[config.mk]
export PLATFORM = sky130hd
export DESIGN_NAME = rgb_to_hsv_pixel_top
export DESIGN_NICKNAME = d
export VERILOG_FILES = /design/src/rgbhsv_pkg.sv /design/src/rgbhsv_front.sv /design/src/rgbhsv_queue.sv /design/src/rgbhsv_back.sv /design/src/rgb_to_hsv_pixel_top.sv
export SDC_FILE = /design/constraint.sdc
export NUM_CORES = 2
export LEC_CHECK = 0
export BUFFER_PORTS_ARGS = -buffer_cell sky130_fd_sc_hd__buf_2
export CAP_MARGIN = 20
export CORE_MARGIN = 2
export CORE_UTILIZATION = 60
export DETAILED_ROUTE_END_ITERATION = 7
export PLACE_DENSITY = 0.79
export SLEW_MARGIN = 25
export SYNTH_ARGS = -nofsm -noshare
export SYNTH_HDL_FRONTEND = slang
export SYNTH_SLANG_ARGS = --single-unit
[constraint.sdc]
create_clock -name clock -period 30.2 [get_ports clock]
set_clock_uncertainty 0.15 [all_clocks]
set_input_delay 3.02 -clock clock [delete_from_list [all_inputs] [get_ports clock]]
set_output_delay 3.02 -clock clock [all_outputs]
set_load 0.03 [all_outputs]
[src/rgbhsv_pkg.sv]
// Shared constants for the RGB to HSV pixel converter.
// No dependencies.
`default_nettype none
package rgbhsv_pkg;
   localparam int CHANNEL_BITS_DEF  = 8;
   localparam int FRACTION_BITS_DEF = 16;
   localparam int QUEUE_DEPTH       = 4;
endpackage
`default_nettype wire

[src/rgbhsv_front.sv]
// Front stage: max, min, chroma, hue sector numerator and divisors.
// Depends on rgbhsv_pkg.
`default_nettype none
module rgbhsv_front #(
   parameter int CHANNEL_BITS = rgbhsv_pkg::CHANNEL_BITS_DEF
) (
   input  wire logic                    clock,
   input  wire logic                    reset,
   input  wire logic                    req_valid,
   output logic                         req_stall,
   input  wire logic [CHANNEL_BITS-1:0] req_red,
   input  wire logic [CHANNEL_BITS-1:0] req_green,
   input  wire logic [CHANNEL_BITS-1:0] req_blue,
   output logic                         cls_valid,
   input  wire logic                    cls_stall,
   output logic [CHANNEL_BITS-1:0]      cls_value,
   output logic [CHANNEL_BITS-1:0]      cls_chroma,
   output logic [CHANNEL_BITS+2:0]      cls_num,
   output logic [CHANNEL_BITS+2:0]      cls_den
);
   import rgbhsv_pkg::*;
   localparam int C = CHANNEL_BITS;

   logic          valid_ff;
   logic [C-1:0]  value_ff, value_in, chroma_ff, chroma_in, lo;
   logic [C+2:0]  num_ff, num_in, den_ff, den_in;
   logic signed [C+3:0] n, c2, c4, c6;

   always_comb begin
      value_in = req_red;
      if (req_green > value_in) value_in = req_green;
      if (req_blue > value_in) value_in = req_blue;
      lo = req_red;
      if (req_green < lo) lo = req_green;
      if (req_blue < lo) lo = req_blue;
      chroma_in = value_in - lo;
      c2 = $signed({3'b000, chroma_in, 1'b0});
      c4 = $signed({2'b00, chroma_in, 2'b00});
      c6 = c2 + c4;
      priority if (value_in == req_red) begin
         n = $signed({4'b0000, req_green}) - $signed({4'b0000, req_blue});
      end else if (value_in == req_green) begin
         n = c2 + $signed({4'b0000, req_blue}) - $signed({4'b0000, req_red});
      end else begin
         n = c4 + $signed({4'b0000, req_red}) - $signed({4'b0000, req_green});
      end
      if (n < 0) n = n + c6;
      num_in = n[C+2:0];
      den_in = c6[C+2:0];
   end

   assign req_stall = valid_ff && cls_stall;

   always_ff @(posedge clock) begin
      if (reset) begin
         valid_ff <= 1'b0;
      end else if (!req_stall) begin
         valid_ff <= req_valid;
      end
      if (!req_stall) begin
         value_ff  <= value_in;
         chroma_ff <= chroma_in;
         num_ff    <= num_in;
         den_ff    <= den_in;
      end
   end

   assign cls_valid  = valid_ff;
   assign cls_value  = value_ff;
   assign cls_chroma = chroma_ff;
   assign cls_num    = num_ff;
   assign cls_den    = den_ff;
endmodule
`default_nettype wire

[src/rgbhsv_queue.sv]
// Short FIFO between front and back stages.
// Depends on rgbhsv_pkg.
`default_nettype none
module rgbhsv_queue #(
   parameter int DATA_BITS = 8
) (
   input  wire logic                 clock,
   input  wire logic                 reset,
   input  wire logic                 push_valid,
   output logic                      push_stall,
   input  wire logic [DATA_BITS-1:0] push_data,
   output logic                      pop_valid,
   input  wire logic                 pop_stall,
   output logic [DATA_BITS-1:0]      pop_data
);
   import rgbhsv_pkg::*;
   localparam int PW = $clog2(QUEUE_DEPTH);

   logic [DATA_BITS-1:0] mem_ff [QUEUE_DEPTH];
   logic [PW-1:0] wr_ff, wr_in, rd_ff, rd_in;
   logic [PW:0]   cnt_ff, cnt_in;
   logic push, pop;

   assign push_stall = (cnt_ff == (PW+1)'(QUEUE_DEPTH));
   assign pop_valid  = (cnt_ff != '0);
   assign push = push_valid && !push_stall;
   assign pop  = pop_valid && !pop_stall;
   assign pop_data = mem_ff[rd_ff];

   always_comb begin
      wr_in  = push ? wr_ff + PW'(1) : wr_ff;
      rd_in  = pop ? rd_ff + PW'(1) : rd_ff;
      cnt_in = cnt_ff + (PW+1)'(push) - (PW+1)'(pop);
   end

   always_ff @(posedge clock) begin
      if (reset) begin
         wr_ff  <= '0;
         rd_ff  <= '0;
         cnt_ff <= '0;
      end else begin
         wr_ff  <= wr_in;
         rd_ff  <= rd_in;
         cnt_ff <= cnt_in;
      end
      if (push) mem_ff[wr_ff] <= push_data;
   end
endmodule
`default_nettype wire

[src/rgbhsv_back.sv]
// Back stage: two pipelined restoring dividers, one quotient bit per stage.
// Depends on rgbhsv_pkg.
`default_nettype none
module rgbhsv_back #(
   parameter int CHANNEL_BITS  = rgbhsv_pkg::CHANNEL_BITS_DEF,
   parameter int FRACTION_BITS = rgbhsv_pkg::FRACTION_BITS_DEF
) (
   input  wire logic                     clock,
   input  wire logic                     reset,
   input  wire logic                     in_valid,
   output logic                          in_stall,
   input  wire logic [CHANNEL_BITS-1:0]  in_value,
   input  wire logic [CHANNEL_BITS-1:0]  in_chroma,
   input  wire logic [CHANNEL_BITS+2:0]  in_num,
   input  wire logic [CHANNEL_BITS+2:0]  in_den,
   output logic                          rsp_valid,
   input  wire logic                     rsp_stall,
   output logic [FRACTION_BITS-1:0]      rsp_hue,
   output logic [FRACTION_BITS:0]        rsp_saturation,
   output logic [CHANNEL_BITS-1:0]       rsp_value
);
   import rgbhsv_pkg::*;
   localparam int C = CHANNEL_BITS;
   localparam int F = FRACTION_BITS;
   localparam int S = F + 1;
   localparam int H = C + 3;

   logic         valid_ff [S];
   logic [C-1:0] sr_ff [S], sr_in [S], sd_ff [S], sd_in [S];
   logic [H-1:0] hr_ff [S], hr_in [S], hd_ff [S], hd_in [S];
   logic [F:0]   sq_ff [S], sq_in [S], hq_ff [S], hq_in [S];
   logic         advance;

   assign advance  = !(valid_ff[S-1] && rsp_stall);
   assign in_stall = !advance;

   always_comb begin
      logic        ge;
      logic [C:0]  ssh;
      logic [H:0]  hsh;
      ge = (in_chroma >= in_value);
      sd_in[0] = in_value;
      sr_in[0] = ge ? in_chroma - in_value : in_chroma;
      sq_in[0] = (F+1)'(ge);
      ge = (in_num >= in_den);
      hd_in[0] = in_den;
      hr_in[0] = ge ? in_num - in_den : in_num;
      hq_in[0] = (F+1)'(ge);
      for (int k = 1; k < S; k++) begin
         ssh = {sr_ff[k-1], 1'b0};
         ge  = (ssh >= {1'b0, sd_ff[k-1]});
         sd_in[k] = sd_ff[k-1];
         sr_in[k] = ge ? C'(ssh - {1'b0, sd_ff[k-1]}) : C'(ssh);
         sq_in[k] = {sq_ff[k-1][F-1:0], ge};
         hsh = {hr_ff[k-1], 1'b0};
         ge  = (hsh >= {1'b0, hd_ff[k-1]});
         hd_in[k] = hd_ff[k-1];
         hr_in[k] = ge ? H'(hsh - {1'b0, hd_ff[k-1]}) : H'(hsh);
         hq_in[k] = {hq_ff[k-1][F-1:0], ge};
      end
   end

   always_ff @(posedge clock) begin
      if (reset) begin
         for (int k = 0; k < S; k++) valid_ff[k] <= 1'b0;
      end else if (advance) begin
         valid_ff[0] <= in_valid;
         for (int k = 1; k < S; k++) valid_ff[k] <= valid_ff[k-1];
      end
      if (advance) begin
         for (int k = 0; k < S; k++) begin
            sr_ff[k] <= sr_in[k];
            sd_ff[k] <= sd_in[k];
            sq_ff[k] <= sq_in[k];
            hr_ff[k] <= hr_in[k];
            hd_ff[k] <= hd_in[k];
            hq_ff[k] <= hq_in[k];
         end
      end
   end

   // zero divisor: black pixel or gray pixel
   assign rsp_valid      = valid_ff[S-1];
   assign rsp_value      = sd_ff[S-1];
   assign rsp_saturation = (sd_ff[S-1] == '0) ? '0 : sq_ff[S-1];
   assign rsp_hue        = (hd_ff[S-1] == '0) ? '0 : hq_ff[S-1][F-1:0];
endmodule
`default_nettype wire

[src/rgb_to_hsv_pixel_top.sv]
// Top level of the RGB to HSV pixel converter.
// Depends on rgbhsv_pkg, rgbhsv_front, rgbhsv_queue, rgbhsv_back.
//
// Usage:
//   req_ channel: one RGB pixel per beat (req_red, req_green, req_blue).
//   rsp_ channel: one HSV result per beat (rsp_hue, rsp_saturation, rsp_value),
//   in pixel order. A beat moves when valid is high and stall is low.
//   Throughput: one pixel per cycle while rsp_stall is low, set by the fully pipelined dividers.
//   Path with an empty queue: 1 front register, then the queue memory, then
//   FRACTION_BITS + 1 divider stages.
//   Receiver stall freezes the divider pipeline; the queue (4 beats) then
//   fills and req_stall rises once queue and front register are full.
//   Reset (synchronous) empties the pipeline, queue and front register.
//   Saturation 2^FRACTION_BITS means exactly one.
`default_nettype none
module rgb_to_hsv_pixel_top #(
   parameter int CHANNEL_BITS  = rgbhsv_pkg::CHANNEL_BITS_DEF,
   parameter int FRACTION_BITS = rgbhsv_pkg::FRACTION_BITS_DEF
) (
   input  wire logic                     clock,
   input  wire logic                     reset,
   input  wire logic                     req_valid,
   output logic                          req_stall,
   input  wire logic [CHANNEL_BITS-1:0]  req_red,
   input  wire logic [CHANNEL_BITS-1:0]  req_green,
   input  wire logic [CHANNEL_BITS-1:0]  req_blue,
   output logic                          rsp_valid,
   input  wire logic                     rsp_stall,
   output logic [FRACTION_BITS-1:0]      rsp_hue,
   output logic [FRACTION_BITS:0]        rsp_saturation,
   output logic [CHANNEL_BITS-1:0]       rsp_value
);
   import rgbhsv_pkg::*;
   localparam int C  = CHANNEL_BITS;
   localparam int DW = 2 * C + 2 * (C + 3);

   logic          cls_valid, cls_stall, q_valid, q_stall;
   logic [C-1:0]  cls_value, cls_chroma, q_value, q_chroma;
   logic [C+2:0]  cls_num, cls_den, q_num, q_den;
   logic [DW-1:0] q_data;

   rgbhsv_front #(.CHANNEL_BITS(C)) u_front (
      .clock, .reset, .req_valid, .req_stall, .req_red, .req_green, .req_blue,
      .cls_valid, .cls_stall, .cls_value, .cls_chroma, .cls_num, .cls_den
   );

   rgbhsv_queue #(.DATA_BITS(DW)) u_queue (
      .clock, .reset,
      .push_valid(cls_valid), .push_stall(cls_stall),
      .push_data({cls_value, cls_chroma, cls_num, cls_den}),
      .pop_valid(q_valid), .pop_stall(q_stall), .pop_data(q_data)
   );

   assign {q_value, q_chroma, q_num, q_den} = q_data;

   rgbhsv_back #(.CHANNEL_BITS(C), .FRACTION_BITS(FRACTION_BITS)) u_back (
      .clock, .reset,
      .in_valid(q_valid), .in_stall(q_stall),
      .in_value(q_value), .in_chroma(q_chroma), .in_num(q_num), .in_den(q_den),
      .rsp_valid, .rsp_stall, .rsp_hue, .rsp_saturation, .rsp_value
   );

   a_sat_range: assert property (@(posedge clock) disable iff (reset)
      rsp_valid |-> (rsp_saturation <= (FRACTION_BITS+1)'(1) << FRACTION_BITS))
      else $error("saturation above one");

   a_black: assert property (@(posedge clock) disable iff (reset)
      (rsp_valid && rsp_value == '0) |-> (rsp_saturation == '0 && rsp_hue == '0))
      else $error("black pixel with nonzero hue or saturation");

   a_reset_empty: assert property (@(posedge clock)
      $past(reset) |-> !rsp_valid && !req_stall)
      else $error("pipeline not empty after reset");
endmodule
`default_nettype wire
# Word-level counts from Yosys, hierarchy flattened

Memory sizes are Yosys's and may differ from the RTL's. A register that Yosys moved wholly into a read port is not among the register bits.
Index checks and enable logic that the tools add are counted.

Register bits: 46
Bits in latches: 0
Memory bits (writable): 1393
Memory bits (read-only): 0
Input bits: 28
Output and inout bits: 43
Logic and storage cells: 199
Memories kept: 8

Add/sub/neg operators: 46
$mul: 0
Divide/modulo/power cells: 0
$lt $le $gt $ge: 39
Equal/unequal tests: 3
Shift operators: 0
Muxes and demuxes: 69
Bitwise gates (word level): 17
Reductions and logical operators: 9

Memory list:

| memory         | depth | width | rd ports | clocked after Yosys merged registers in | write ports | line               | text |
|---|---|---|---|---|---|---|---|
| u_back.hq_ff   | 17    | 17    | 17       | 0                                       | 17          | rgbhsv_back.sv:31  | `logic [F:0] sq_ff [S], sq_in [S], hq_ff [S], hq_in [S];` |
| u_back.sq_ff   | 17    | 17    | 17       | 0                                       | 17          | rgbhsv_back.sv:31  |  |
| u_back.hd_ff   | 17    | 11    | 17       | 0                                       | 17          | rgbhsv_back.sv:30  | `logic [H-1:0] hr_ff [S], hr_in [S], hd_ff [S], hd_in [S];` |
| u_back.hr_ff   | 17    | 11    | 16       | 0                                       | 17          | rgbhsv_back.sv:30  |  |
| u_queue.mem_ff | 4     | 38    | 1        | 1                                       | 1           | rgbhsv_queue.sv:19 | `logic [DATA_BITS-1:0] mem_ff [QUEUE_DEPTH];` |
| u_back.sd_ff   | 17    | 8     | 17       | 0                                       | 17          | rgbhsv_back.sv:29  | `logic [C-1:0] sr_ff [S], sr_in [S], sd_ff [S], sd_in [S];` |
| +2 memories    | --    | --    | --       | --                                      | --          | --                 |  |

Operators with widths:

| operator              | number |
|---|---|
| $mux W11              | 18 |
| $ge A12 B11 Y1        | 16 |
| $sub A11 B11 Y11      | 17 |
| $mux W8               | 21 |
| $ge A9 B8 Y1          | 16 |
| $sub A8 B8 Y8         | 18 |
| $mux W1               | 24 |
| $mux W12              | 2 |
| $sub A12 B9 Y12       | 2 |
| $mux W17              | 1 |
| $or A1 B1 Y1          | 17 |
| $eq A8 B8 Y1          | 2 |
| $gt A8 B8 Y1          | 2 |
| $lt A8 B8 Y1          | 2 |
| $mux W16              | 1 |
| $lt A12 B1 Y1 const B | 1 |
| $add A10 B8 Y11       | 1 |
| $add A11 B11 Y11      | 1 |
| $add A9 B10 Y11       | 1 |
| $ge A11 B11 Y1        | 1 |
| $logic_not A11 Y1     | 1 |
| $add A9 B8 Y10        | 1 |
| $sub A8 B8 Y9         | 1 |
| $ge A8 B8 Y1          | 1 |
| other kinds (9)       | 15 |

# Depth between registers and ports, before layout

Depth in word-level cells: 11
Depth in mapped cells: 47
Depth with buffers taken out: 45

# Hierarchy

Synthesis repeated with hierarchy kept, for this count alone.

Cells, all modules: 4359
Area total of the unflattened synthesis: 57358.8 um2

Modules (own cells, without submodules):

| module       | times used | cells an instance | area an instance (um2) | seq. area each (um2) |
|---|---|---|---|---|
| rgbhsv_back  | 1          | 3427              | 45429.8                | 28016.9 |
| rgbhsv_queue | 1          | 250               | 5980.7                 | 4744.6 |
| rgbhsv_front | 1          | 682               | 5948.2                 | 1101.1 |

# Least setup slack after synthesis

No wires, ideal clock.

Kind: in2reg
Start: input port rsp_stall
End: register u_queue.cnt_ff[2]
Library setup time: 0.127 ns
Data arrival time: 24.518 ns
Required time: 29.923 ns
Path slack: 5.405 ns
Stages: 10
Buffers on the path: 0
Cells stage by stage: nand2_1 o31a_1 ha_1 inv_1 ha_1 inv_1 fa_1 xor2_1 xnor2_1 nor2_1

Longest elaborated chain between the ends: 4

RTL lines:

| item                 | line                       | text |
|---|---|---|
| start, declared      | rgb_to_hsv_pixel_top.sv:28 | `input wire logic rsp_stall,` |
| $logic_and A1 B1 Y1  | rgbhsv_back.sv:34          | `assign advance = !(valid_ff[S-1] && rsp_stall);` |
| $logic_not A1 Y1     | --                         |  |
| $logic_and A1 B1 Y1  | rgbhsv_queue.sv:27         | `assign pop = pop_valid && !pop_stall;` |
| net u_queue.pop      | rgbhsv_queue.sv:22         | `logic push, pop;` |
| $sub A3 B1 Y3        | rgbhsv_queue.sv:33         | `cnt_in = cnt_ff + (PW+1)'(push) - (PW+1)'(pop);` |
| end signal, assigned | rgbhsv_queue.sv:44         | `cnt_ff <= cnt_in;` |
| end, declared        | rgbhsv_queue.sv:21         | `logic [PW:0] cnt_ff, cnt_in;` |

The timed path passes the listed nets, and every way through them passes these cells.
A chain may end at the register's enable or synchronous reset.

# Final worst setup path

Start: input port req_red[1]
End: register u_front.num_ff[10], in the netlist u_front.cls_num[10] (data pin)

Longest elaborated chain between the ends: 11
Elaborated cells on any way between the ends: 21
Those cells by class: 7 x add/sub; 5 x order compare; 2 x eq/ne; 7 x mux

RTL lines:

| item                                              | line                                   | text |
|---|---|---|
| start, declared                                   | rgb_to_hsv_pixel_top.sv:24             | `input wire logic [CHANNEL_BITS-1:0] req_red,` |
| $gt A8 B8 Y1                                      | rgbhsv_front.sv:31                     | `if (req_green > value_in) value_in = req_green;` |
| $mux W8 *                                         | rgbhsv_front.sv:31                     |  |
| $gt A8 B8 Y1                                      | rgbhsv_front.sv:32                     | `if (req_blue > value_in) value_in = req_blue;` |
| $mux W8 *                                         | rgbhsv_front.sv:32                     |  |
| net u_front.value_in[0]                           | rgbhsv_front.sv:25                     | `logic [C-1:0] value_ff, value_in, chroma_ff, chroma_in, lo;` |
| $sub A8 B8 Y8 *                                   | rgbhsv_front.sv:36                     | `chroma_in = value_in - lo;` |
| net u_front.chroma_in[4]                          | rgbhsv_front.sv:25                     |  |
| $add A10 B8 Y11 or $add A9 B8 Y10 (tied branches) | rgbhsv_front.sv:45, rgbhsv_front.sv:43 |  |
| $sub A12 B9 Y12 (on tied branches)                | rgbhsv_front.sv:45, rgbhsv_front.sv:43 |  |
| $mux W12                                          | rgbhsv_front.sv:42                     | `end else if (value_in == req_green) begin` |
| $mux W12                                          | rgbhsv_front.sv:40                     | `priority if (value_in == req_red) begin` |
| $add A11 B11 Y11 or $lt A12 B1 Y1 (tied branches) | rgbhsv_front.sv:47                     | `if (n < 0) n = n + c6;` |
| $mux W11 *                                        | rgbhsv_front.sv:47                     |  |
| net u_front.n[10]                                 | rgbhsv_front.sv:27                     | `logic signed [C+3:0] n, c2, c4, c6;` |
| end signal, assigned                              | rgbhsv_front.sv:63                     | `num_ff <= num_in;` |
| end, declared                                     | rgbhsv_front.sv:26                     | `logic [C+2:0] num_ff, num_in, den_ff, den_in;` |

Mark *: on every way through the listed nets, which the timed path passes. The rest lies on a longest branch.

==> results <==
- The total standard cell area after synthesis is 0.0533 mm².
- The number of nets in the layout is 4743.
- The data arrival time of the critical path is 12.86 ns.
- OpenSTA, run right after detailed placement, puts the worst setup slack at 17.07 ns.
- The number of global-route vias before repair is 30871.
- Once detail routing completed, the nets flagged for antenna violations numbered 0.
- Yosys mapped the design onto 81 distinct sky130hd cell types.
- Pin placement for this block handled 71 I/O pins.
- Summed over its instances, the top area cell type makes up 60.9% of the synthesized netlist area.
- The count of antenna diodes in the layout is 0.
- The worst stage delay on the critical path is 0.66 ns.
- The run finished with clean final reports.
- The main combinational cell family by area after synthesis is adder cells.
- The number of nets handed over by synthesis was 4611.
- The setup slack of the worst register-to-register path is 25.13 ns.
- The floorplan die height is 302 µm.
- The area of the core region is 0.0882 mm².
- Entering global routing, the biggest net connects 182 pins.
- The count of clock tree sinks is 1091.
- The initial core utilization is 60.4%.
- The routed length per placed instance is 17.0 µm.
- The xor/xnor share of the synthesized area is 3.45%.
- The share of the cycle needed by the critical path after routing is 41.7%.
- By instance count, the leading cell after synthesis is edfxtp_1.
- In the final layout, the share of cells above drive strength 1 is 7.28%.
- The insertion delay to the later sink of the worst-skew pair is 0.68 ns.
- The total overflow left after global routing is 0.
- The mean cell area of the mapped netlist is 12.9 µm².
- The clock root buffer is clkbuf_16.
- The longest clock path from root to sink contains 3 buffers.
- The cell type with the highest aggregate area in the netlist is edfxtp_1.
- The critical path is of the input port to register type.
- The overall die width is 302 µm.
- The count of flip-flops with a built-in enable after synthesis is 1081.
- Across all layers, the routed design uses 30824 vias.
- Setup repair after global routing left no endpoint under its margin.
- The sequential cell area fraction in the yosys report is 61.2%.
- After synthesis, the share of flip-flops with an asynchronous set or reset is 0%.
- The number of instances in the placed design is 5338.
- The type of the tightest min-delay check is register to register.
- The setup slack after layout is 17.62 ns.
- Yosys attributes the largest share of cell area to edfxtp_1 61%, ha_1 9.3%, inv_1 3.8%.
- The total routed wirelength is 93.8 mm.
- Of the post-synthesis cell area, the part taken by muxes is 2.51%.
- The floorplan has 109 rows.
- The maximum level of the CTS H-tree is 3.
- The synthesized netlist devotes 9.50% of its cell area to compound gates.
- The cell repeated most along the worst path is ha_1.
- The initial antenna violation count is 0.
- The synthesis-stage register bit count is 1091.
- The number of hold buffers added after CTS was 0.
- For this run, the top clock speed supported by timing is 79.5 MHz.
- After detailed routing, the number of remaining DRC violations is 0.
- The relative max-transition margin is 33.4%.
- The master of the slowest instance on the critical path is o41a_1.
- The adder-cell share of the synthesized area is 10.8%.
- The post-CTS setup-driven buffer insertion count is 0.
- Global routing used 20.8% of the available tracks.
- The type of destination of the critical path is a register.
- The post-synthesis simple-gate area fraction is 8.20%.
- The commonest cells after synthesis are 1081 x edfxtp_1, 539 x inv_1, 396 x ha_1, 304 x o21ai_0, 253 x nand2_1.
- The required time reported for the critical path endpoint is 30.47 ns.
- Synthesis produced 4146 cells.
- After clock tree synthesis, the repair step resized 0 gates.
- TritonCTS built the clock tree.
- The via density per instance is 5.58.
- In this run the tool buffered the top-level ports with 70 buffer cells.
- The tool flagged a number of max-cap violations equal to 0.
- In the synthesized netlist the dominant register cell turns out to be edfxtp_1.
- The floorplan step defined a die boundary enclosing 0.0913 mm².
- For this block, the initial DRC count from the detailed router was 2043.
- Summed over all nets, the half-perimeter wirelength after detailed placement is 66.2 mm.
- In this run the worst path has a maximum fanout of 12.
- The count of synthesis-stage warnings from yosys is 0.
- The worst path in the final design needs a cycle of 12.58 ns, including I/O delays and setup.
- The number of buffers added by the clock tree synthesis step is 103.
- The first global-routing pass estimated 152 mm of wire.
- The count of TritonRoute iterations in the first routing pass is 6.
- The count of final setup violators is 0.
- The area growth from synthesis to layout is 9.32%.
- The max-slew violation count is 0.
- The summed negative setup slack over all endpoints is 0 ns.
- The worst setup path is launched from an input port.
- The finished layout holds 5522 standard cells, fillers aside.
- The slew at the pin closest to its max-slew limit is 0.998 ns.
- The clock-pin transition on the worst setup and hold timing paths is 0.06 ns.
- The routability congestion estimate from global placement is 0.918.
- The final number of hold-violating endpoints was 0.
[per-stage QoR]
stage	util, %	hold slack (ns)	area [µm²]
6_report	66.1	0.247	58300
5_1_grt	66.1	0.255	58300
4_1_cts	66.1	0.254	58300
3_5_place_dp	62.4	0.255	55100
3_3_place_gp	62.4	0.250	55100
2_1_floorplan	-	0.250	53300
[flip-flops by register name, summed over array words and instances, names as in the netlist, 3 cells and up, named ones only]
name and flops:
u_back.hd_ff 170, u_back.hq_ff 136, u_back.hr_ff 161, u_back.sd_ff 136
u_back.sq_ff 153, u_back.sr_ff 128, u_back.valid_ff 17, u_front.cls_chroma 8
u_front.cls_den 9, u_front.cls_num 11, u_front.cls_value 8, u_queue.cnt_ff 3
u_queue.mem_ff 144
[routing by layer]
layer | wire length (µm) | GRT usage [%]
met5 | 0 | 0
met4 | 2100 | 6.58
met3 | 3520 | 2.52
met2 | 48600 | 38.0
met1 | 39600 | 25.8
[cell families after synthesis]
| logic type | after synthesis |
|---|---|
| flip-flops | 1091 |
| multiplexers | 86 |
| buffers and inverters | 600 |
| AO/OA/AOI/OAI | 828 |
| adder cells (fa/ha/maj) | 437 |
| AND/OR/NAND/NOR | 894 |
| XOR/XNOR | 210 |
[critical path, delay by kind of cell]
family	cells	cell delay, ns
AO/OA/AOI/OAI	13	3.56
XOR/XNOR	6	1.39
adder cells (fa/ha/maj)	7	2.30
buffers and inverters	5	0.66
multiplexers	1	0.09
AND/OR/NAND/NOR	13	1.83
[worst paths after layout]
kind,start,endpoint,cells after the start
max,req_red[1],u_front.cls_num[10],45
min,u_back.sq_ff[0][188],u_back.sq_ff[0][206],0
max reg2reg,register,u_back.hr_ff[0][8],16
min reg2reg,u_back.sq_ff[0][188],u_back.sq_ff[0][206],0
[layout make-up]
type / count / area, µm²
fillers: 6139 / 29900
multi-input cells: 2455 / 18400
clock buffers: 128 / 2670
inverters: 539 / 2020
well taps: 1165 / 1460
repair buffers: 88 / 502
flip-flops and latches: 1091 / 32700
clock inverters: 56 / 571
[placed cells by master (no fill, tap or decap), drive strengths merged, types with 11 or more instances in the layout]
master  Yosys  layout
edfxtp   1081    1081
inv       539     542
ha        396     396
o21ai     309     309
nand2     253     253
nor2      229     229
a21oi     221     221
xnor2     136     136
clkbuf     47     128
a21o      110     110
and2      104     104
buf        14      88
nor2b      77      77
xor2       74      74
nand2b     71      71
o31ai      50      50
nand4      48      48
nand3      46      46
clkinv      0      42
fa         41      41
mux2       38      38
mux4       32      32
or4        27      27
a211oi     20      20
nor3       19      19
a221oi     18      18
mux2i      16      16
o211a      16      16
o21a       13      13
o21bai     11      11
Power is not shown: default switching activity piles up to over one toggle a cycle in this logic, so the estimate is an artifact.
